$ cat src/hdl/imf_pkg.sv
package imf_pkg;

    localparam int MAX_WIDTH     = 128;
    localparam int MAX_HEIGHT    = 128;
    localparam int SAMPLE_BITS   = 16;
    localparam int COL_BITS      = $clog2(MAX_WIDTH);
    localparam int ROW_BITS      = $clog2(MAX_HEIGHT);
    localparam int DIM_BITS      = 8;
    localparam int MIN_DIM       = 3;
    localparam int APB_DATA_BITS = 32;
    localparam int APB_ADDR_BITS = 3;
    localparam int NUM_EMIT      = 4;

    localparam logic [DIM_BITS-1:0] DIM_RESET = DIM_BITS'(72);

    // result kinds an input word can trigger, in output order
    localparam int EMIT_INNER  = 0;
    localparam int EMIT_RIGHT  = 1;
    localparam int EMIT_BOTTOM = 2;
    localparam int EMIT_CORNER = 3;

    typedef enum logic {
        REG_FRAME_WIDTH  = 1'b0,
        REG_FRAME_HEIGHT = 1'b1
    } t_reg_idx;

    typedef logic signed [SAMPLE_BITS-1:0] t_sample;
    typedef logic [COL_BITS-1:0]           t_col;
    typedef logic [ROW_BITS-1:0]           t_row;
    typedef logic [DIM_BITS-1:0]           t_dim;
    typedef logic [NUM_EMIT-1:0]           t_emit;

    typedef struct packed {
        t_sample sample;
    } t_in_word;

    typedef struct packed {
        t_col    col;
        t_row    row;
        t_sample median_3x3;
        t_sample median_2x2;
        logic    frame_last;
    } t_out_word;

    typedef struct packed {
        t_sample older;
        t_sample prev;
    } t_line_word;

    typedef struct packed {
        logic       en;
        t_col       addr;
        t_line_word data;
    } t_mem_wr;

    typedef struct packed {
        t_col  col;
        t_row  rm1;
        t_emit emit;
        logic  top2;
        logic  left2;
    } t_item;

    typedef struct packed {
        t_sample [8:0] win9;
        t_sample [3:0] win4;
        t_col          col;
        t_row          row;
        logic          last;
    } t_desc;

endpackage

$ cat src/hdl/imf_line_mem.sv
module imf_line_mem (
    input  logic                i_clk,
    input  logic                i_rd_en,
    input  imf_pkg::t_col       i_rd_addr,
    input  imf_pkg::t_mem_wr    i_wr,
    output imf_pkg::t_line_word o_rd_data
);
    import imf_pkg::*;

    // both line stores share one word: older row above, previous row below
    t_line_word r_mem [MAX_WIDTH];
    t_line_word r_rd_data;

    always_ff @(posedge i_clk) begin
        if (i_wr.en) begin
            r_mem[i_wr.addr] <= i_wr.data;
        end
        if (i_rd_en) begin
            r_rd_data <= r_mem[i_rd_addr];
        end
    end

    assign o_rd_data = r_rd_data;

endmodule

$ cat config.mk
export PLATFORM = sky130hd
export DESIGN_NAME = imf_line_mem
export DESIGN_NICKNAME = d
export VERILOG_FILES = /design/src/hdl/imf_pkg.sv /design/src/hdl/imf_line_mem.sv
export SDC_FILE = /design/constraint.sdc
export NUM_CORES = 2
export LEC_CHECK = 0
export ABC_AREA = 1
export BUFFER_PORTS_ARGS = -buffer_cell sky130_fd_sc_hd__buf_2
export CAP_MARGIN = 20
export CELL_PAD_IN_SITES_DETAIL_PLACEMENT = 0
export CELL_PAD_IN_SITES_GLOBAL_PLACEMENT = 2
export CORE_MARGIN = 4
export CORE_UTILIZATION = 40
export DETAILED_ROUTE_END_ITERATION = 10
export MAX_ROUTING_LAYER = met4
export PLACE_DENSITY = 0.74
export SYNTH_ARGS = -nofsm -noshare
export SYNTH_HDL_FRONTEND = slang
export SYNTH_SLANG_ARGS = --single-unit
$ cat constraint.sdc
create_clock -name i_clk -period 2.8 [get_ports i_clk]
set_input_delay 0.42 -clock i_clk [delete_from_list [all_inputs] [get_ports i_clk]]
set_output_delay 0.42 -clock i_clk [all_outputs]
set_load 0.005 [all_outputs]
## After elaboration in Yosys (flattened, before gate mapping)

Memories as Yosys holds them, arrays and structs flattened. A register that Yosys moved wholly into a read port is not among the register bits.
Cells that the tools add are included.

- Flip-flop bits (word level): 0
- RAM bits: 4096
- Input bits: 49
- Output and inout port bits: 32
- Word-level logic and storage cells: 3
- Memories: 1

- Multiplexer cells: 2

Memories:

| name | depth | width | read ports | clocked after Yosys merged registers in | write ports | line | text |
|---|---|---|---|---|---|---|---|
| r_mem | 128 | 32 | 1 | 1 | 1 | imf_line_mem.sv:11 | `t_line_word r_mem [MAX_WIDTH];` |

Operators by type and width:

| operator | number |
|---|---|
| 1-bit 2-to-1 mux | 2 |

## Depth between registers and ports, before layout

- Depth in word-level cells: 2
- Depth in mapped cells: 13
- Gate-level depth less buffers: 9

## Worst setup path before layout

Ideal clock, no wire load.

- Kind: in2reg
- Start: input port i_wr[39] (netlist name)
- End: memory r_mem[105][0] (netlist name) (enable)
- Setup time: 421 ps
- Arrival: 2397 ps
- Required time: 2379 ps
- Slack: -18 ps
- Cell stages on the path: 4
- Buffers on the path: 2
- Cell sequence: clkbuf_1 nand2_1 clkbuf_1 nor2_1

- Longest elaborated chain between the ends: 2

RTL lines:

| what | line | text |
|---|---|---|
| from (decl) | imf_line_mem.sv:5 | `input imf_pkg::t_mem_wr i_wr,` |
| 1-bit 2-to-1 mux | imf_line_mem.sv:15 | `if (i_wr.en) begin` |
| 1-bit 2-to-1 mux (not written as such) | imf_line_mem.sv:16 | `r_mem[i_wr.addr] <= i_wr.data;` |
| to (decl) | imf_line_mem.sv:11 |  |

Every way passes these cells.

## Worst setup path after layout

- Start: register o_rd_data[6] (netlist name)
- End: output port o_rd_data[6] (netlist name)

RTL lines:

| what | line | text |
|---|---|---|
| to (decl) | imf_line_mem.sv:6 | `output imf_pkg::t_line_word o_rd_data` |

No word-level cell between the ends.

==> flow_metrics.env <==
export IMPL_status="completed"
export IMPL_grt_max_degree=129
export IMPL_synth_simple_area_share=0.220
export IMPL_htree_levels=5
export IMPL_worstMarginPinSlew_ns=1.15
export IMPL_final_max_slew_violation_count=0
export IMPL_initial_core_util=0.402
export IMPL_tns_ns=0
export IMPL_worst_slew_margin_rel=0.234
export IMPL_power_total_mw=134
export IMPL_max_vdd_ir_drop_mv=0.557
export IMPL_synth_compound_area_frac=0
export IMPL_rows=235
export IMPL_drc_errors=0
export IMPL_synth_mux_area_frac=0
export IMPL_final_cells=20040
export IMPL_hpwl_um=343000
export IMPL_post_place_ws_ns=-0.662
export IMPL_wl_per_cell_um=28.2
export IMPL_grt_pass1_vias=107672
export IMPL_dp_cells=19162
export IMPL_yosysWarnings=0
export IMPL_regToRegSetupSlack_ns=0.52
export IMPL_max_clock_path_buffers=4
export IMPL_core_sq_um=410000
export IMPL_final_antenna_net_count=0
export IMPL_synth_seq_area_share=0.751
export IMPL_clock_latency_ns=1.01
export IMPL_stdcell_area_sq_um=196000
export IMPL_synth_top_area_frac=0.751
export IMPL_synth_top_family_by_area="simple AND/OR/NAND/NOR gates"
export IMPL_cts_made_buffers=440
export IMPL_cts_setup_buffers=0
export IMPL_grt_overflow=0
export IMPL_synthCells=13389
export IMPL_hold_viol=0
export IMPL_leakage_nw=69.0
export IMPL_nets=14226
export IMPL_path_clk_slew_ns=0.06
export IMPL_viasPerCell=5.63
export IMPL_cp_required_ns=2.38
export IMPL_maxCapViolCount=0
export IMPL_startpoint_type="flop"
export IMPL_grtUsageMet1=0.368
export IMPL_rsz0062_at_grt="no"
export IMPL_place_area_sq_um=182000
export IMPL_cts_resized=0
export IMPL_fmax_ghz=0.392
export IMPL_avgSynthCellArea_sq_um=12.3
export IMPL_final_core_util=0.479
export IMPL_setup_viol=0
export IMPL_ios=81
export IMPL_synth_fp_nets=13438
export IMPL_grt_met2_usage=0.415
export IMPL_end_kind="output port"
export IMPL_cp_cell_sequence="buf_2"
export IMPL_crit_buf_inv=1
export IMPL_grt_first_pass_wirelength_um=800000
export IMPL_root_buffer="clkbuf_16"
export IMPL_portBuffers=80
export IMPL_synth_xor_area_frac=0
export IMPL_critPathMaxStageDelay_ns=0.90
export IMPL_setup_slack_ns=0.248
export IMPL_hp_class="input port to flop"
export IMPL_timing_hold_ws_ns=0.0635
export IMPL_floorplan_die_area_sq_um=423000
export IMPL_num_vias=112767
export IMPL_min_period_ns=2.55
export IMPL_grtUsageTotal=0.269
export IMPL_final_common_cell="nand2_1"
export IMPL_syn_area_sq_um=165000
export IMPL_path_max_fanout=12
export IMPL_finalClockSkew_ns=0.0610
export IMPL_grt_use_met3=0.0364
export IMPL_yosys_area_top_type="edfxtp_1"
export IMPL_critPathKind="flop to output port"
export IMPL_die_w_um=650
export IMPL_period_share=0.911
export IMPL_syn2layout_area_growth_pct=19.1
export IMPL_synth_seq_cells=4128
export IMPL_yosysUniqueCellTypes=14
export IMPL_drive_gt1_frac=0.135
export IMPL_dr_pass1_iters=7
export IMPL_cts_tree="done"
export IMPL_dr_first_iter_drc_count=13388
export IMPL_cts_sinks=4128
export IMPL_synth_adder_area_share=0
export IMPL_drt_total_wl_um=566000
export IMPL_mostFrequentLayoutCells="nand2_1 (4143), edfxtp_1 (4128), nand3_1 (4035)"
export IMPL_crit_slowest_cell="edfxtp_1"
export IMPL_crit_arrival_ns=2.13
export IMPL_fp_dieH_um=650
export IMPL_fill_cells=36008
export IMPL_antenna_found_initial=41
export IMPL_place_congestion=0.882
export IMPL_power_density_nw_per_um2=682
export IMPL_critical_path_top_delay_family="flip-flops"
export IMPL_grt_busiest_layer="met2"
export IMPL_synthTopCellsByArea="edfxtp_1 (75%), nand3_1 (12%), nand2_1 (9.4%), buf_2 (1.8%), buf_4 (0.39%)"
final cells by class:
cell class	count	area, sq um	share of cell area
Sequential cell	4128	124000	0.631
Clock buffer	540	11500	0.0586
Timing Repair Buffer	1255	14500	0.0739
Clock inverter	266	2040	0.0104
Antenna cell	48	120	0.000612
Tap cell	5451	6820	0.0347
Multi-Input combinational cell	8328	37300	0.190
Inverter	24	143	0.000726
flip-flops by register name (all words and copies together) (netlist names):
| register | cells |
|---|---|
| r_mem | 4096 |
| o_rd_data | 32 |
per-layer routing:
metal | wire (um) | vias up | share of wire
li1 | - | 49728 | -
met1 | 238000 | 57234 | 0.42
met2 | 263000 | 4967 | 0.46
met3 | 44500 | 838 | 0.079
met4 | 21000 | 0 | 0.037
met5 | 0 | - | 0
final timing paths:
kind / from / endpoint / cells past startpoint
setup / recovery: o_rd_data[6]$_DFFE_PP_ / o_rd_data[6] / 1
hold / removal: i_wr[8] / r_mem[34][8]$_DFFE_PP_ / 1
setup reg to reg: r_mem[55][25]$_DFFE_PP_ / o_rd_data[25]$_DFFE_PP_ / 9
hold reg to reg: r_mem[116][15]$_DFFE_PP_ / o_rd_data[15]$_DFFE_PP_ / 8
synthesized netlist by cell type:
| cell | instances |
|---|---|
| buf_1 | 100 |
| buf_2 | 602 |
| buf_4 | 86 |
| buf_6 | 11 |
| buf_8 | 1 |
| clkbuf_1 | 109 |
| edfxtp_1 | 4128 |
| inv_1 | 20 |
| inv_2 | 2 |
| inv_4 | 2 |
| nand2_1 | 4151 |
| nand3_1 | 4035 |
| nor2_1 | 134 |
| nor3_1 | 8 |
logic make-up (layout without fill, tap and decap cells):
kind of cell | Yosys count | in the layout
buffers and inverters | 933 | 2085
flip-flops | 4128 | 4128
other | 0 | 48
AND/OR/NAND/NOR | 8328 | 8328
repair_timing:
action / CTS / global route
hold buffers: 24 / 0
endpoints found under the setup margin: 0 / 0
hold endpoints to repair: 393 / 0
report_power, final:
group	switching [mW]	total, mW	internal [mW]
Clock	24.3	55.6	31.3
Combinational	6.92	9.84	2.92
Sequential	0.159	68.5	68.3
Total	31.4	134	103
Power figures use the tool's default switching activity.
