**src/hdl/imf_pkg.sv**
```systemverilog
package imf_pkg;

    localparam int MAX_WIDTH     = 128;
    localparam int MAX_HEIGHT    = 128;
    localparam int SAMPLE_BITS   = 16;
    localparam int COL_BITS      = $clog2(MAX_WIDTH);
    localparam int ROW_BITS      = $clog2(MAX_HEIGHT);
    localparam int DIM_BITS      = 8;
    localparam int MIN_DIM       = 3;
    localparam int APB_DATA_BITS = 32;
    localparam int APB_ADDR_BITS = 3;
    localparam int NUM_EMIT      = 4;

    localparam logic [DIM_BITS-1:0] DIM_RESET = DIM_BITS'(72);

    // result kinds an input word can trigger, in output order
    localparam int EMIT_INNER  = 0;
    localparam int EMIT_RIGHT  = 1;
    localparam int EMIT_BOTTOM = 2;
    localparam int EMIT_CORNER = 3;

    typedef enum logic {
        REG_FRAME_WIDTH  = 1'b0,
        REG_FRAME_HEIGHT = 1'b1
    } t_reg_idx;

    typedef logic signed [SAMPLE_BITS-1:0] t_sample;
    typedef logic [COL_BITS-1:0]           t_col;
    typedef logic [ROW_BITS-1:0]           t_row;
    typedef logic [DIM_BITS-1:0]           t_dim;
    typedef logic [NUM_EMIT-1:0]           t_emit;

    typedef struct packed {
        t_sample sample;
    } t_in_word;

    typedef struct packed {
        t_col    col;
        t_row    row;
        t_sample median_3x3;
        t_sample median_2x2;
        logic    frame_last;
    } t_out_word;

    typedef struct packed {
        t_sample older;
        t_sample prev;
    } t_line_word;

    typedef struct packed {
        logic       en;
        t_col       addr;
        t_line_word data;
    } t_mem_wr;

    typedef struct packed {
        t_col  col;
        t_row  rm1;
        t_emit emit;
        logic  top2;
        logic  left2;
    } t_item;

    typedef struct packed {
        t_sample [8:0] win9;
        t_sample [3:0] win4;
        t_col          col;
        t_row          row;
        logic          last;
    } t_desc;

endpackage

```
**src/hdl/imf_median.sv**
```systemverilog
module imf_median (
    input  logic               i_clk,
    input  logic               i_rst_n,
    input  logic               i_valid,
    input  imf_pkg::t_desc     i_desc,
    input  logic               i_ready,
    output logic               o_adv,
    output logic               o_valid,
    output imf_pkg::t_out_word o_word
);
    import imf_pkg::*;

    typedef struct packed {
        t_col col;
        t_row row;
        logic last;
    } t_meta;

    function automatic t_sample f_min(input t_sample x, input t_sample y);
        return (x < y) ? x : y;
    endfunction

    function automatic t_sample f_max(input t_sample x, input t_sample y);
        return (x < y) ? y : x;
    endfunction

    function automatic t_sample f_med3(input t_sample x, input t_sample y, input t_sample z);
        return f_max(f_min(x, y), f_min(f_max(x, y), z));
    endfunction

    logic      adv;
    logic      r_s0_valid;
    logic      r_s1_valid;
    logic      r_s2_valid;
    logic      r_s3_valid;
    t_desc     r_s0_desc;
    t_sample   r_s1_lo [3];
    t_sample   r_s1_mid [3];
    t_sample   r_s1_hi [3];
    t_sample   r_s1_plo [2];
    t_sample   r_s1_phi [2];
    t_meta     r_s1_meta;
    t_sample   r_s2_lo_max;
    t_sample   r_s2_mid_med;
    t_sample   r_s2_hi_min;
    t_sample   r_s2_m4;
    t_meta     r_s2_meta;
    t_out_word r_s3_word;

    // whole pipeline moves together, held while the output word waits
    assign adv = !r_s3_valid || i_ready;
    assign o_adv = adv;
    assign o_valid = r_s3_valid;
    assign o_word = r_s3_word;

    always_ff @(posedge i_clk) begin
        if (!i_rst_n) begin
            r_s0_valid <= 1'b0;
            r_s1_valid <= 1'b0;
            r_s2_valid <= 1'b0;
            r_s3_valid <= 1'b0;
        end else if (adv) begin
            r_s0_valid <= i_valid;
            r_s1_valid <= r_s0_valid;
            r_s2_valid <= r_s1_valid;
            r_s3_valid <= r_s2_valid;
        end
    end

    always_ff @(posedge i_clk) begin
        if (adv) begin
            r_s0_desc <= i_desc;

            // sort each row of three, sort the two pairs
            for (int i = 0; i < 3; i++) begin
                r_s1_lo[i]  <= f_min(f_min(r_s0_desc.win9[i*3], r_s0_desc.win9[i*3+1]),
                                     r_s0_desc.win9[i*3+2]);
                r_s1_mid[i] <= f_med3(r_s0_desc.win9[i*3], r_s0_desc.win9[i*3+1],
                                      r_s0_desc.win9[i*3+2]);
                r_s1_hi[i]  <= f_max(f_max(r_s0_desc.win9[i*3], r_s0_desc.win9[i*3+1]),
                                     r_s0_desc.win9[i*3+2]);
            end
            for (int k = 0; k < 2; k++) begin
                r_s1_plo[k] <= f_min(r_s0_desc.win4[k*2], r_s0_desc.win4[k*2+1]);
                r_s1_phi[k] <= f_max(r_s0_desc.win4[k*2], r_s0_desc.win4[k*2+1]);
            end
            r_s1_meta <= '{col: r_s0_desc.col, row: r_s0_desc.row, last: r_s0_desc.last};

            r_s2_lo_max  <= f_max(f_max(r_s1_lo[0], r_s1_lo[1]), r_s1_lo[2]);
            r_s2_mid_med <= f_med3(r_s1_mid[0], r_s1_mid[1], r_s1_mid[2]);
            r_s2_hi_min  <= f_min(f_min(r_s1_hi[0], r_s1_hi[1]), r_s1_hi[2]);
            // third smallest of four is the second largest
            r_s2_m4      <= f_max(f_min(r_s1_phi[0], r_s1_phi[1]),
                                  f_max(r_s1_plo[0], r_s1_plo[1]));
            r_s2_meta    <= r_s1_meta;

            r_s3_word.col        <= r_s2_meta.col;
            r_s3_word.row        <= r_s2_meta.row;
            r_s3_word.median_3x3 <= f_med3(r_s2_lo_max, r_s2_mid_med, r_s2_hi_min);
            r_s3_word.median_2x2 <= r_s2_m4;
            r_s3_word.frame_last <= r_s2_meta.last;
        end
    end

endmodule
```
**config.mk**
```make
export PLATFORM = sky130hd
export DESIGN_NAME = imf_median
export DESIGN_NICKNAME = d
export VERILOG_FILES = /design/src/hdl/imf_pkg.sv /design/src/hdl/imf_median.sv
export SDC_FILE = /design/constraint.sdc
export NUM_CORES = 1
export LEC_CHECK = 0
export BUFFER_PORTS_ARGS = -buffer_cell sky130_fd_sc_hd__buf_4
export CAP_MARGIN = 40
export CELL_PAD_IN_SITES_DETAIL_PLACEMENT = 0
export CELL_PAD_IN_SITES_GLOBAL_PLACEMENT = 1
export CORE_MARGIN = 4
export CORE_UTILIZATION = 45
export CTS_BUF_LIST = sky130_fd_sc_hd__clkbuf_16
export CTS_CLUSTER_DIAMETER = 40
export DETAILED_ROUTE_END_ITERATION = 16
export GPL_TIMING_DRIVEN = 0
export HOLD_SLACK_MARGIN = 0.03
export PLACE_DENSITY_LB_ADDON = 0.08
export SLEW_MARGIN = 20
export SYNTH_ARGS = -nofsm -noshare
export SYNTH_HDL_FRONTEND = slang
export SYNTH_SLANG_ARGS = --single-unit
```
**constraint.sdc**
```tcl
create_clock -name i_clk -period 68.4 [get_ports i_clk]
set_input_delay 20.52 -clock i_clk [delete_from_list [all_inputs] [get_ports i_clk]]
set_output_delay 20.52 -clock i_clk [all_outputs]
set_load 0.05 [all_outputs]
```
# Word-level counts from Yosys, hierarchy flattened
# Memory sizes are Yosys's and may differ from the RTL's.
# Index checks and enable logic that the tools add are counted.
# Widths: inputs -> output; s select.
# totals
output_inout_bits	49
mem_count	5
mem_bits_rw	208
word_cells	108
regBits	368
input_bits	227
# classes
n_lt_le_gt_ge	27
mux	39
n_reduce_logical	2
# memory_table
name	depth	width	rd	rd_ports_with_merged_regs	write_ports	line	rtl
r_s1_hi	3	16	3	0	3	imf_median.sv:39	t_sample r_s1_hi [3];
r_s1_lo	3	16	3	0	3	imf_median.sv:37	t_sample r_s1_lo [3];
r_s1_mid	3	16	3	0	3	imf_median.sv:38	t_sample r_s1_mid [3];
r_s1_phi	2	16	2	0	2	imf_median.sv:41	t_sample r_s1_phi [2];
r_s1_plo	2	16	2	0	2	imf_median.sv:40	t_sample r_s1_plo [2];
# ops
operator	count
$mux 16	37
$lt 16x16->1	27
$mux 1	2
$logic_not 1->1	1
$logic_or 1x1->1	1

# Depth between registers and ports, before layout
# logic_depth
ltp_word	6
depth_mapped	35
depth_no_buf	30

# Worst setup path before layout
# No wires, ideal clock.
# synth_timing
path_type	input to output
startpoint	input port i_ready
endpoint	output port o_adv
t_required_ns	47.880
slack_ns	11.311
stages	2
n_path_buf	1
arrival_time_ns	36.569
path_cell_list	nand2b_1 clkbuf_1
# synth_between
elab_chain_len	1
# synth_lines
element	line	rtl
from (decl)	imf_median.sv:6	input logic i_ready,
$logic_or 1x1->1	imf_median.sv:51	assign adv = !r_s3_valid || i_ready;
to (decl)	imf_median.sv:7	output logic o_adv,
# Every way passes these cells.

# Final worst setup path
# Same ends and word-level chain as after synthesis.

==> summary.txt <==
Status
  – Status: completed

STA
  – Post-layout min period: 41.83 ns
  – Setup WS post-layout: 26.57 ns
  – Final Max Tran Viols: 0
  – RSZ-0062 raised after global routing: no
  – Final Setup Violations: 0
  – Worst slew pin tran: 0.8961 ns
  – Slew HR: 40.26%
  – Period utilization: 61.15%
  – TNS Setup: 0 ns
  – FMAX: 23.91 MHz
  – Hold Vio Cnt, Final: 0
  – Clock skew: 0.02662 ns

Clocking
  – CTS clk-pin slew, worst paths: 0.05 ns
  – CTS Buffer Depth: 3
  – # resized after CTS: 0
  – Skew-Pair Late Insertion Delay: 0.63 ns
  – CTS Sinks: 576
  – CTS Buf Count: 90
  – Setup Fix Bufs, Post-CTS: 0
  – CTS tree: built
  – Clock root buffer: clkbuf_16
  – H-tree depth: 3
  – Hold_buf cts: 0

Min path
  – HP Class: reg2reg
  – Hold endpoint: o_word[45]
  – Worst hold path cell count: 0
  – Min-Delay Startpoint: r_s2_meta[13]

Synth
  – Post-synth ARST share: 0%
  – Sequential fraction of the synthesis area: 50.11%
  – Syn Area/Cell: 11.51 sq um
  – Number of synthesized flops with an enable pin: 572
  – #FFs+latches synth: 576
  – Synth Flop Type: edfxtp_1
  – Synth Warn #: 0
  – Synthesized area: 34440 sq um
  – Yosys cell types: 71
  – Post-Syn Nets: 3625
  – Mapped Cells: 2993

Critical path
  – Worst endpoint required time: 47.88 ns
  – Crit path buf inv count: 3
  – Crit path max fanout: 21
  – Worst reg2reg endpoint: r_s1_mid[0][32]
  – Critical path class: in2out
  – Cell family with most CP delay: buffers and inverters
  – CP Capture Type: primary output
  – Slowest cell on crit path: clkbuf_4
  – Worst flop-to-flop path startpoint: r_s0_desc[182]
  – Worst Path Arrival: 21.31 ns
  – Worst path cell trace: buf_4 > nand2b_1 > clkbuf_4 > buf_4
  – CP startpoint kind: input port
  – R2R depth: 28
  – Crit-path max cell delay: 0.36 ns
  – Most frequent cell on the critical path: buf_4
  – Reg2Reg Setup Slack: 59.21 ns

Die
  – Starting Density: 45.35%
  – Row count: 101
  – Die area: 81030 sq um
  – Die W: 284.7 microns
  – Die span in y: 284.7 microns
  – Core area: 75950 sq um
  – I/O pin count: 276

Finish
  – Nets: 4006
  – Non-Filler Instances: 4482
  – Share of layout cells above drive strength 1: 20.06%
  – Area growth, synth to finish: 19.44%
  – Reg area: 17260 sq um
  – Post-layout util: 54.16%
  – Multi-input gate area: 15420 sq um
  – Number of fill cells: 6490

Routing
  – Iter 0 DRT Violations: 1333
  – # DRC: 0
  – DR WL/cell: 20.26 microns
  – Total routed wirelength: 90800 microns
  – DRT antenna net count: 0
  – Drt via density: 5.348
  – Routed vias: 23970
  – DR pass1 iterations: 6

Place
  – Placed cell count: 4311
  – Place WS: 26.56 ns
  – RD Place Congestion: 0.9016
  – Dpl hpwl: 74010 microns
  – IO Port Bufs: 275

Pwr
  – Pwr dens: 53.43 nW/um^2
  – Leakage: 18.64 nW
  – Maximum vdd drop: 0.04861 mV

Global routing
  – First-pass GRT wire length: 139400 microns
  – Pin count of the biggest net entering global routing: 61
  – GRT Util Overall: 22.20%
  – Vias in the first global route: 24570
  – GR Overflow Total: 0
  – Initial antenna violation count: 3

Run
  – Total of max-cap violations: 0
area by class of cell:
class                      count  share of cell area [%]
antenna                        3                 0.01825
buffer                        80                  0.8334
clock buffer                  94                   5.718
clock inverter                73                   1.642
inverter                     379                   3.458
multi-input combinational   1958                   37.49
sequential                   576                   41.95
tap                         1030                   3.133
timing repair buffer         289                   5.758
layout by cell type, fill, tap and decap left out, types with 20 or more instances in the layout:
master	instances
nand3_1	24
inv_1	386
ha_1	405
clkbuf_16	94
nor2b_1	34
nand4_1	55
nor3_1	24
inv_6	20
mux2i_1	152
clkbuf_1	52
mux2_2	210
nand2b_1	33
a21o_1	82
buf_4	277
nand2_1	210
edfxtp_1	572
o21ai_0	210
a211oi_1	20
nor2_1	144
a21oi_1	165
routing by layer:
metal / vias to the layer above / routed length [microns] / track usage [%]
li1: 11830 / - / -
met1: 11450 / 40720 / 29.90
met2: 566 / 43500 / 37.30
met3: 125 / 3852 / 2.879
met4: 0 / 2731 / 7.186
met5: - / 0 / 0
logic make-up (layout without fill, tap and decap cells):
logic type / Yosys count / in the layout / synth area share [%]
adders and majority gates: 405 / 405 / 14.71
buffers and inverters: 459 / 915 / 5.115
DFF: 576 / 576 / 50.11
AOI/OAI and AO/OA: 610 / 610 / 10.78
muxes: 363 / 363 / 11.32
other: 0 / 3 / 0
and+or+nand+nor: 580 / 580 / 7.960
cells in the mapped netlist, types with 9 or more instances:
master / number / area (sq um)
a211oi_1: 20 / 150.1
nand2_1: 210 / 788.3
o21ai_1: 11 / 55.05
a211o_1: 9 / 78.83
clkbuf_1: 53 / 198.9
a21oi_1: 165 / 825.8
buf_2: 16 / 80.08
o31ai_1: 9 / 67.56
nor4_1: 9 / 56.30
o211ai_1: 17 / 127.6
o21ai_0: 210 / 1051
mux2i_1: 152 / 1521
ha_1: 405 / 5067
nor2_1: 144 / 540.5
nand4_1: 55 / 344.1
a21o_1: 82 / 615.6
nand2b_1: 33 / 206.5
inv_1: 379 / 1423
nand3_1: 24 / 120.1
mux2_2: 210 / 2365
edfxtp_1: 572 / 17180
o21a_1: 13 / 97.59
a31oi_1: 9 / 56.30
nor3_1: 24 / 120.1
nor2b_1: 34 / 212.7
sequential cells by signal, indices dropped and copies added, names as in the netlist:
signal and count:
o_valid 1, r_s2_mid_med 16, r_s1_valid 1, r_s2_hi_min 16, r_s1_hi 48, r_s2_meta 15
r_s0_valid 1, r_s1_mid 48, r_s1_phi 32, r_s1_plo 32, o_word 47, r_s2_lo_max 16
r_s2_m4 16, r_s0_desc 223, r_s1_meta 15, r_s1_lo 48, r_s2_valid 1
stage by stage:
stage	hold WS, ns	instance area [sq um]	total power, mW
2_1_floorplan	0.4003	34440	1.378
3_3_place_gp	0.4004	37790	1.713
3_5_place_dp	0.4045	38090	1.747
4_1_cts	0.4182	41120	2.206
5_1_grt	0.4162	41140	2.375
6_report	0.4165	41140	2.198
how the worst max path moves through the flow:
stage / start / to / depth (start not counted)
after floorplan: i_ready / o_adv / 2
after global placement: i_ready / o_adv / 4
after detailed placement: i_ready / o_adv / 4
after CTS: i_ready / o_adv / 4
after global routing: i_ready / o_adv / 4
final: i_ready / o_adv / 4
power breakdown:
part / internal [mW] / total, mW / switching [mW] / leakage (nW)
Clock: 0.274 / 0.446 / 0.172 / 1.50
Sequential: 0.520 / 0.575 / 0.0553 / 6.09
Combinational: 0.449 / 1.18 / 0.727 / 11.1
Note: power is estimated with default switching activity, not from simulation.
