File: src/hdl/imf_pkg.sv
package imf_pkg;

    localparam int MAX_WIDTH     = 128;
    localparam int MAX_HEIGHT    = 128;
    localparam int SAMPLE_BITS   = 16;
    localparam int COL_BITS      = $clog2(MAX_WIDTH);
    localparam int ROW_BITS      = $clog2(MAX_HEIGHT);
    localparam int DIM_BITS      = 8;
    localparam int MIN_DIM       = 3;
    localparam int APB_DATA_BITS = 32;
    localparam int APB_ADDR_BITS = 3;
    localparam int NUM_EMIT      = 4;

    localparam logic [DIM_BITS-1:0] DIM_RESET = DIM_BITS'(72);

    // result kinds an input word can trigger, in output order
    localparam int EMIT_INNER  = 0;
    localparam int EMIT_RIGHT  = 1;
    localparam int EMIT_BOTTOM = 2;
    localparam int EMIT_CORNER = 3;

    typedef enum logic {
        REG_FRAME_WIDTH  = 1'b0,
        REG_FRAME_HEIGHT = 1'b1
    } t_reg_idx;

    typedef logic signed [SAMPLE_BITS-1:0] t_sample;
    typedef logic [COL_BITS-1:0]           t_col;
    typedef logic [ROW_BITS-1:0]           t_row;
    typedef logic [DIM_BITS-1:0]           t_dim;
    typedef logic [NUM_EMIT-1:0]           t_emit;

    typedef struct packed {
        t_sample sample;
    } t_in_word;

    typedef struct packed {
        t_col    col;
        t_row    row;
        t_sample median_3x3;
        t_sample median_2x2;
        logic    frame_last;
    } t_out_word;

    typedef struct packed {
        t_sample older;
        t_sample prev;
    } t_line_word;

    typedef struct packed {
        logic       en;
        t_col       addr;
        t_line_word data;
    } t_mem_wr;

    typedef struct packed {
        t_col  col;
        t_row  rm1;
        t_emit emit;
        logic  top2;
        logic  left2;
    } t_item;

    typedef struct packed {
        t_sample [8:0] win9;
        t_sample [3:0] win4;
        t_col          col;
        t_row          row;
        logic          last;
    } t_desc;

endpackage

File: src/hdl/imf_window.sv
module imf_window (
    input  logic                i_clk,
    input  logic                i_rst_n,
    input  logic                i_accept,
    input  imf_pkg::t_sample    i_sample,
    input  imf_pkg::t_item      i_item,
    input  imf_pkg::t_line_word i_rd_data,
    input  imf_pkg::t_col       i_w_m1,
    input  imf_pkg::t_row       i_h_m1,
    input  logic                i_adv,
    output logic                o_ready,
    output imf_pkg::t_mem_wr    o_wr,
    output logic                o_desc_valid,
    output imf_pkg::t_desc      o_desc
);
    import imf_pkg::*;

    // stage b: word waiting for its line store read
    logic    r_b_valid;
    t_sample r_b_sample;
    t_item   r_b_item;

    // stage c: window and the results still to be issued from it
    t_sample r_win [3][3];
    t_emit   r_emit;
    logic    r_top2;
    logic    r_left2;
    t_col    r_cm1;
    t_row    r_rm1;

    logic    n_b_valid;
    t_emit   n_emit;
    logic    c_busy;
    logic    c_free;
    logic    b_fire;
    logic    use_last;
    logic    use_end;
    t_sample sel_row [3][3];

    assign c_busy = (r_emit != '0);
    // free when idle, or once the last pending result leaves this cycle
    assign c_free = !c_busy || (i_adv && ((r_emit & (r_emit - t_emit'(1))) == '0));
    assign b_fire = r_b_valid && c_free;
    assign o_ready = !r_b_valid || c_free;

    always_comb begin
        n_b_valid = r_b_valid;
        if (i_accept) begin
            n_b_valid = 1'b1;
        end else if (b_fire) begin
            n_b_valid = 1'b0;
        end
    end

    always_comb begin
        n_emit = r_emit;
        if (b_fire) begin
            n_emit = r_b_item.emit;
        end else if (i_adv && c_busy) begin
            n_emit = r_emit & (r_emit - t_emit'(1));
        end
    end

    // lowest pending kind goes first
    always_comb begin
        priority if (r_emit[EMIT_INNER]) begin
            use_last = 1'b0;
            use_end  = 1'b0;
        end else if (r_emit[EMIT_RIGHT]) begin
            use_last = 1'b0;
            use_end  = 1'b1;
        end else if (r_emit[EMIT_BOTTOM]) begin
            use_last = 1'b1;
            use_end  = 1'b0;
        end else begin
            use_last = 1'b1;
            use_end  = 1'b1;
        end
    end

    // mirrored rows then mirrored columns, all from fixed taps
    always_comb begin
        for (int j = 0; j < 3; j++) begin
            sel_row[0][j] = use_last ? r_win[1][j] : (r_top2 ? r_win[2][j] : r_win[0][j]);
            sel_row[1][j] = use_last ? r_win[2][j] : r_win[1][j];
            sel_row[2][j] = use_last ? r_win[1][j] : r_win[2][j];
        end
        for (int i = 0; i < 3; i++) begin
            o_desc.win9[i*3]   = use_end ? sel_row[i][1]
                                         : (r_left2 ? sel_row[i][2] : sel_row[i][0]);
            o_desc.win9[i*3+1] = use_end ? sel_row[i][2] : sel_row[i][1];
            o_desc.win9[i*3+2] = use_end ? sel_row[i][1] : sel_row[i][2];
        end
        // the 2x2 block is the same four taps whichever way it is mirrored
        o_desc.win4[0] = r_win[1][1];
        o_desc.win4[1] = r_win[1][2];
        o_desc.win4[2] = r_win[2][1];
        o_desc.win4[3] = r_win[2][2];
        o_desc.col     = use_end ? i_w_m1 : r_cm1;
        o_desc.row     = use_last ? i_h_m1 : r_rm1;
        o_desc.last    = r_emit == t_emit'(1 << EMIT_CORNER);
    end

    assign o_desc_valid = c_busy;

    assign o_wr.en         = b_fire;
    assign o_wr.addr       = r_b_item.col;
    assign o_wr.data.older = i_rd_data.prev;
    assign o_wr.data.prev  = r_b_sample;

    always_ff @(posedge i_clk) begin
        if (!i_rst_n) begin
            r_b_valid <= 1'b0;
            r_emit    <= '0;
            for (int i = 0; i < 3; i++) begin
                for (int j = 0; j < 3; j++) begin
                    r_win[i][j] <= '0;
                end
            end
        end else begin
            r_b_valid <= n_b_valid;
            r_emit    <= n_emit;
            if (b_fire) begin
                for (int i = 0; i < 3; i++) begin
                    r_win[i][0] <= r_win[i][1];
                    r_win[i][1] <= r_win[i][2];
                end
                r_win[0][2] <= i_rd_data.older;
                r_win[1][2] <= i_rd_data.prev;
                r_win[2][2] <= r_b_sample;
            end
        end
    end

    always_ff @(posedge i_clk) begin
        if (i_accept) begin
            r_b_sample <= i_sample;
            r_b_item   <= i_item;
        end
        if (b_fire) begin
            r_top2  <= r_b_item.top2;
            r_left2 <= r_b_item.left2;
            r_cm1   <= r_b_item.col - t_col'(1);
            r_rm1   <= r_b_item.rm1;
        end
    end

endmodule

File: config.mk
export PLATFORM = sky130hd
export DESIGN_NAME = imf_window
export DESIGN_NICKNAME = d
export VERILOG_FILES = /design/src/hdl/imf_pkg.sv /design/src/hdl/imf_window.sv
export SDC_FILE = /design/constraint.sdc
export NUM_CORES = 1
export LEC_CHECK = 0
export BUFFER_PORTS_ARGS = -buffer_cell sky130_fd_sc_hd__buf_2
export CAP_MARGIN = 15
export CORE_MARGIN = 2
export CORE_UTILIZATION = 43
export DETAILED_ROUTE_END_ITERATION = 8
export GPL_TIMING_DRIVEN = 0
export PLACE_DENSITY = 0.67
export RECOVER_POWER = 25
export SLEW_MARGIN = 15
export SYNTH_ARGS = -nofsm -noshare
export SYNTH_HDL_FRONTEND = slang
export SYNTH_SLANG_ARGS = --single-unit
File: constraint.sdc
create_clock -name i_clk -period 32.9 [get_ports i_clk]
set_input_delay 1.645 -clock i_clk [delete_from_list [all_inputs] [get_ports i_clk]]
set_output_delay 1.645 -clock i_clk [all_outputs]
set_load 0.02 [all_outputs]
=== Word-level counts from Yosys, hierarchy flattened ===
Memories as Yosys holds them, arrays and structs flattened.
Index checks and enable logic that the tools add are counted.

* Output and inout bits: 265
* RAM bits: 144
* Memory bits (read-only): 0
* Memories kept: 1
* Input bits: 86
* Logic and storage cells: 85
* Latch bits: 0
* Flip-flop bits (word level): 57

{| class="wikitable"
|+ Memory list
! memory !! depth !! width !! read ports !! clocked after Yosys merged registers in !! write ports !! RTL line !! RTL
|-
| r_win || 3 || 48 || 3 || 0 || 3 || imf_window.sv:24 || <nowiki>t_sample r_win [3][3];</nowiki>
|}

* $lt $le $gt $ge: 0
* Shift-type cells: 0
* Divide/modulo/power cells: 0
* Bitwise operators: 10
* $mul: 0
* Mux-type cells: 48
* Reductions and logical operators: 11
* Eq/ne operators: 1
* $add $sub $neg: 2

{| class="wikitable"
|+ Operators with widths
! kind !! number
|-
| $mux W16 || 33
|-
| $mux W7 || 2
|-
| $mux W1 || 11
|-
| $or A1 B1 Y1 || 9
|-
| $mux W4 || 2
|-
| $sub A7 B1 Y7 const B || 1
|-
| $and A4 B4 Y4 || 1
|-
| $eq A4 B4 Y1 const B || 1
|-
| $logic_not A4 Y1 || 1
|-
| $reduce_bool A2 Y1 || 2
|-
| $reduce_bool A4 Y1 || 1
|-
| $sub A4 B1 Y4 const B || 1
|-
| $logic_and A1 B1 Y1 || 3
|-
| $logic_not A1 Y1 || 2
|-
| $logic_or A1 B1 Y1 || 2
|}

=== Longest topological paths before layout ===
* Depth in word-level cells: 10
* Depth in mapped cells: 9
* Mapped depth without buffers: 4

=== Worst setup path after synthesis ===
No wires, ideal clock.

* Path type: input-to-reg
* Start point: in i_adv
* End point: mem r_win[0][0] (netlist bit), enable pin
* Library setup time: 0.846 ns
* Data required time: 32.054 ns
* Arrival: 12.544 ns
* Slack: 19.510 ns
* Stages on the path: 5
* Cells stage by stage: or4b_1 o211a_1 buf_6 buf_6 o21ai_0

{| class="wikitable"
|+ RTL lines
! item !! RTL line !! RTL
|-
| start, declared || imf_window.sv:10 || <nowiki>input logic i_adv,</nowiki>
|-
| end, declared || imf_window.sv:24 ||
|}

=== Worst setup path in the final report ===
* Start point: in i_adv
* End point: out o_wr[39] (netlist bit)

* Cells in the longest elaborated chain, start to end: 3

{| class="wikitable"
|+ Ends and longest elaborated chain
! item !! RTL line !! RTL
|-
| $logic_and A1 B1 Y1 || imf_window.sv:42 || <nowiki>assign c_free = !c_busy || (i_adv && ((r_emit & (r_emit - t_emit'(1))) == '0));</nowiki>
|-
| $logic_or A1 B1 Y1 || imf_window.sv:42 ||
|-
| $logic_and A1 B1 Y1 || imf_window.sv:43 || <nowiki>assign b_fire = r_b_valid && c_free;</nowiki>
|-
| end, declared || imf_window.sv:12 || <nowiki>output imf_pkg::t_mem_wr o_wr,</nowiki>
|}

No other way between the ends.

==> impl_results.md <==
* Port Buffers at 349
* Post-DP HPWL at 47500 um
* DR DRC count at 0
* Global-route wire length before repair at 90100 um
* Leading area contributor after synthesis: edfxtp_1
* Area grow syn2layout at 21.4%
* TritonCTS Buffers at 24
* Hold Slack at 420 ps
* Clk slew on worst S/H paths at 60 ps
* Largest net degree at the start of global routing at 38
* CTS resizes at 0
* Switching power at 329 uW
* Cell Area, Synth at 14200 um^2
* WP data arrival at 4270 ps
* Clock power share at 0.323
* Cells after synthesis at 1365
* GP Congestion at 1.00
* P_leak at 0.00695 uW
* Clock Sinks at 201
* Net count after synthesis at 1452
* Total GRT Usage at 0.367
* Maximum VDD drop at 40.9 uV
* Max-cap violations at 1
* Synth Register Bits at 201
* Register area share after synthesis at 0.421
* Min-Delay Path Class: reg -> reg
* IO Pins at 351
* Pint at 574 uW
* Via Count at 13937
* Number of global-route vias before repair at 13152
* Initial Util at 0.437
* Unrepaired setup endpoints after global routing: false
* Power per Cell Area at 52.4 nW/um^2
* Layout cells sized above 1 at 0.375
* Setup bufs post-CTS at 0
* Routed length on met1 at 23800 um
* Async S/R FF share, synth at 0
* Slew @ Worst Pin at 2040 ps
* Post-DRT Antenna Nets at 0
* Wire per inst at 29.3 um
* H-tree lvl count at 1
* Initial antenna violation count at 2
* Met2 routed WL at 27700 um
* Top sig layer: met4
* Core Region at 32500 um^2
* Failing checks: capacitance limit, slew limit
* Xor-xnor portion of the synthesized cell area at 0.00308
* Hold Buf Count CTS at 0
* EDFF count, synth at 196
* Routed vias/inst at 6.32
* Slew headroom at -0.359
* Syn_area_per_cell at 10.4 um^2
* CP Launch Type: input pin
* Worst EP required at 31250 ps
* Largest family of logic cells by synthesized area: simple AND/OR/NAND/NOR gates
* Post-Route WL at 64600 um
* Synth warn at 0
* Compound-cell area share of the yosys netlist at 0.151
* Layout Cells excl Fill at 2206
* Met3 WL at 8960 um
* Final net count at 1833
* Mux share of post-synthesis cell area at 0.125
* Fin. Hold Viols at 0
* Antenna cells at 0
* Clock Path Buffers at 3
* Die Width at 186 um
* Ys flop type: edfxtp_1
* Period minus WS final at 5910 ps
* Sequential share of power at 0.383
* Crit Path Category: in -> out
* Share of the synthesized area in the top cell type at 0.414
* Final slew viol count at 38
* Setup Skew at 42.4 ps
* Top cells by area, synth: edfxtp_1 41%, nor3_2 7.0%, nand2_1 4.9%, buf_4 4.8%, mux4_2 4.8%
* Die H at 186 um
* Status: finished, violations left
* Final number of setup-violating endpoints at 0
* CP endpoint kind: output port
* Net Sw Frac at 0.364
* Netlist cell types at 51
* Share of total power in combinational logic at 0.294
* Setup TNS at 0 ps
* First-pass DRT Iterations at 6
* Synth Area in Simple Gates at 0.199
* Grt ovf at 0
* CTS tree: yes
* Adder-cell share of the synthesized area at 0.00159
* Fmax achieved at 169 MHz
* Initial drt markers at 2178
* Critical-path maximum fanout at 17
* Worst skew pair latency at 570 ps
* Inst Count DP at 2162
* Row cnt at 66
* Period utilisation layout at 0.180
* Die ar. at 34500 um^2
* Root buf cell: clkbuf_16
Yosys cell counts (28+ instances only):
master,count
a211oi_1,60
a21oi_1,42
a22oi_1,30
buf_4,90
clkbuf_1,97
edfxtp_1,196
mux2_2,59
mux2i_1,43
mux4_2,30
nand2_1,186
nor3_1,60
nor3_2,100
nor3b_1,28
o21ai_0,49
o31ai_1,36
cell families (layout without fill, tap and decap cells):
group                    Yosys count  count (layout)
adder cells (fa/ha/maj)            2               2
AO/OA/AOI/OAI                    310             310
multiplexers                     132             132
AND/OR/NAND/NOR                  472             472
flip-flops                       201             201
buffers and inverters            243             642
XOR/XNOR                           5               5
cell type report:
| cell class | instances | area, um^2 |
|---|---|---|
| plain buffers | 234 | 1290 |
| clock inverters | 13 | 206 |
| clock buffers | 31 | 667 |
| flip-flops and latches | 201 | 5990 |
| repair buffers | 355 | 1890 |
| inverters | 9 | 33.8 |
| fillers | 3044 | 15300 |
| well taps | 442 | 553 |
| multi-input cells | 921 | 6630 |
routing by layer:
metal	vias to the layer above	global-route usage
li1	5883	-
met5	-	0
met2	1196	0.553
met1	6641	0.489
met4	0	0.197
met3	217	0.0859
placed cells by master, fill, tap and decap left out, types with 7 or more instances in the layout:
master       n
edfxtp_1   196
o21a_1      18
nand2_1    186
o32ai_1     14
buf_1       10
o31ai_1     36
buf_4       90
o221ai_1    20
nor3_1     100
nor3_2      60
nor2_1      24
buf_6        7
mux4_2      30
o22ai_1     15
o21ai_0     48
clkbuf_1   114
and2_1      16
mux2_2      59
clkbuf_16   24
nor4bb_1    16
a211oi_1    60
buf_2      365
o2111ai_1   16
or3_1       16
nor3b_1     28
a21oi_1     42
a22oi_1     30
mux2i_1     43
inv_1        7
nand2b_1    16
registers in the layout, summed over array words and instances, names as in the netlist:
name / cells
r_top2: 1
r_b_valid: 1
r_left2: 1
o_wr: 7
r_b_sample: 16
r_b_item: 13
r_rm1: 7
r_win: 144
r_emit: 4
r_cm1: 7
worst max-delay path, cell delays in order:
cell and delay (ps):
clkbuf_1 220, or4b_1 510, o211a_1 150, clkbuf_1 160, clkbuf_1 280, buf_6 230
nor2_2 690, buf_4 230, buf_2 150
power groups by stage:
| stage | clock network [uW] | logic [uW] | registers, uW |
|---|---|---|---|
| after floorplan | 0 | 173 | 328 |
| after global placement | 0 | 260 | 354 |
| after detailed placement | 0 | 265 | 347 |
| after CTS | 293 | 266 | 341 |
| after global routing | 303 | 279 | 344 |
| final | 292 | 266 | 346 |
per-stage QoR:
stage,power [uW],utilization,cell area (um^2),setup WS (ps)
after floorplan,501,-,14200,19510
after global placement,614,0.507,16500,14900
after detailed placement,611,0.512,16700,27340
after CTS,900,0.539,17500,27330
after global routing,926,0.530,17200,26830
final,903,0.530,17200,26990
path summary, 6_finish.rpt:
path / slack [ps] / endpoint / cells after the start / start
max: 26990 / o_wr[39] / 9 / i_adv
min: 420 / r_rm1[6] / 0 / r_b_item[12]
max reg2reg: 29890 / r_rm1[4] / 7 / r_emit[3]
min reg2reg: 420 / r_rm1[6] / 0 / r_b_item[12]
Power figures use the tool's default switching activity.
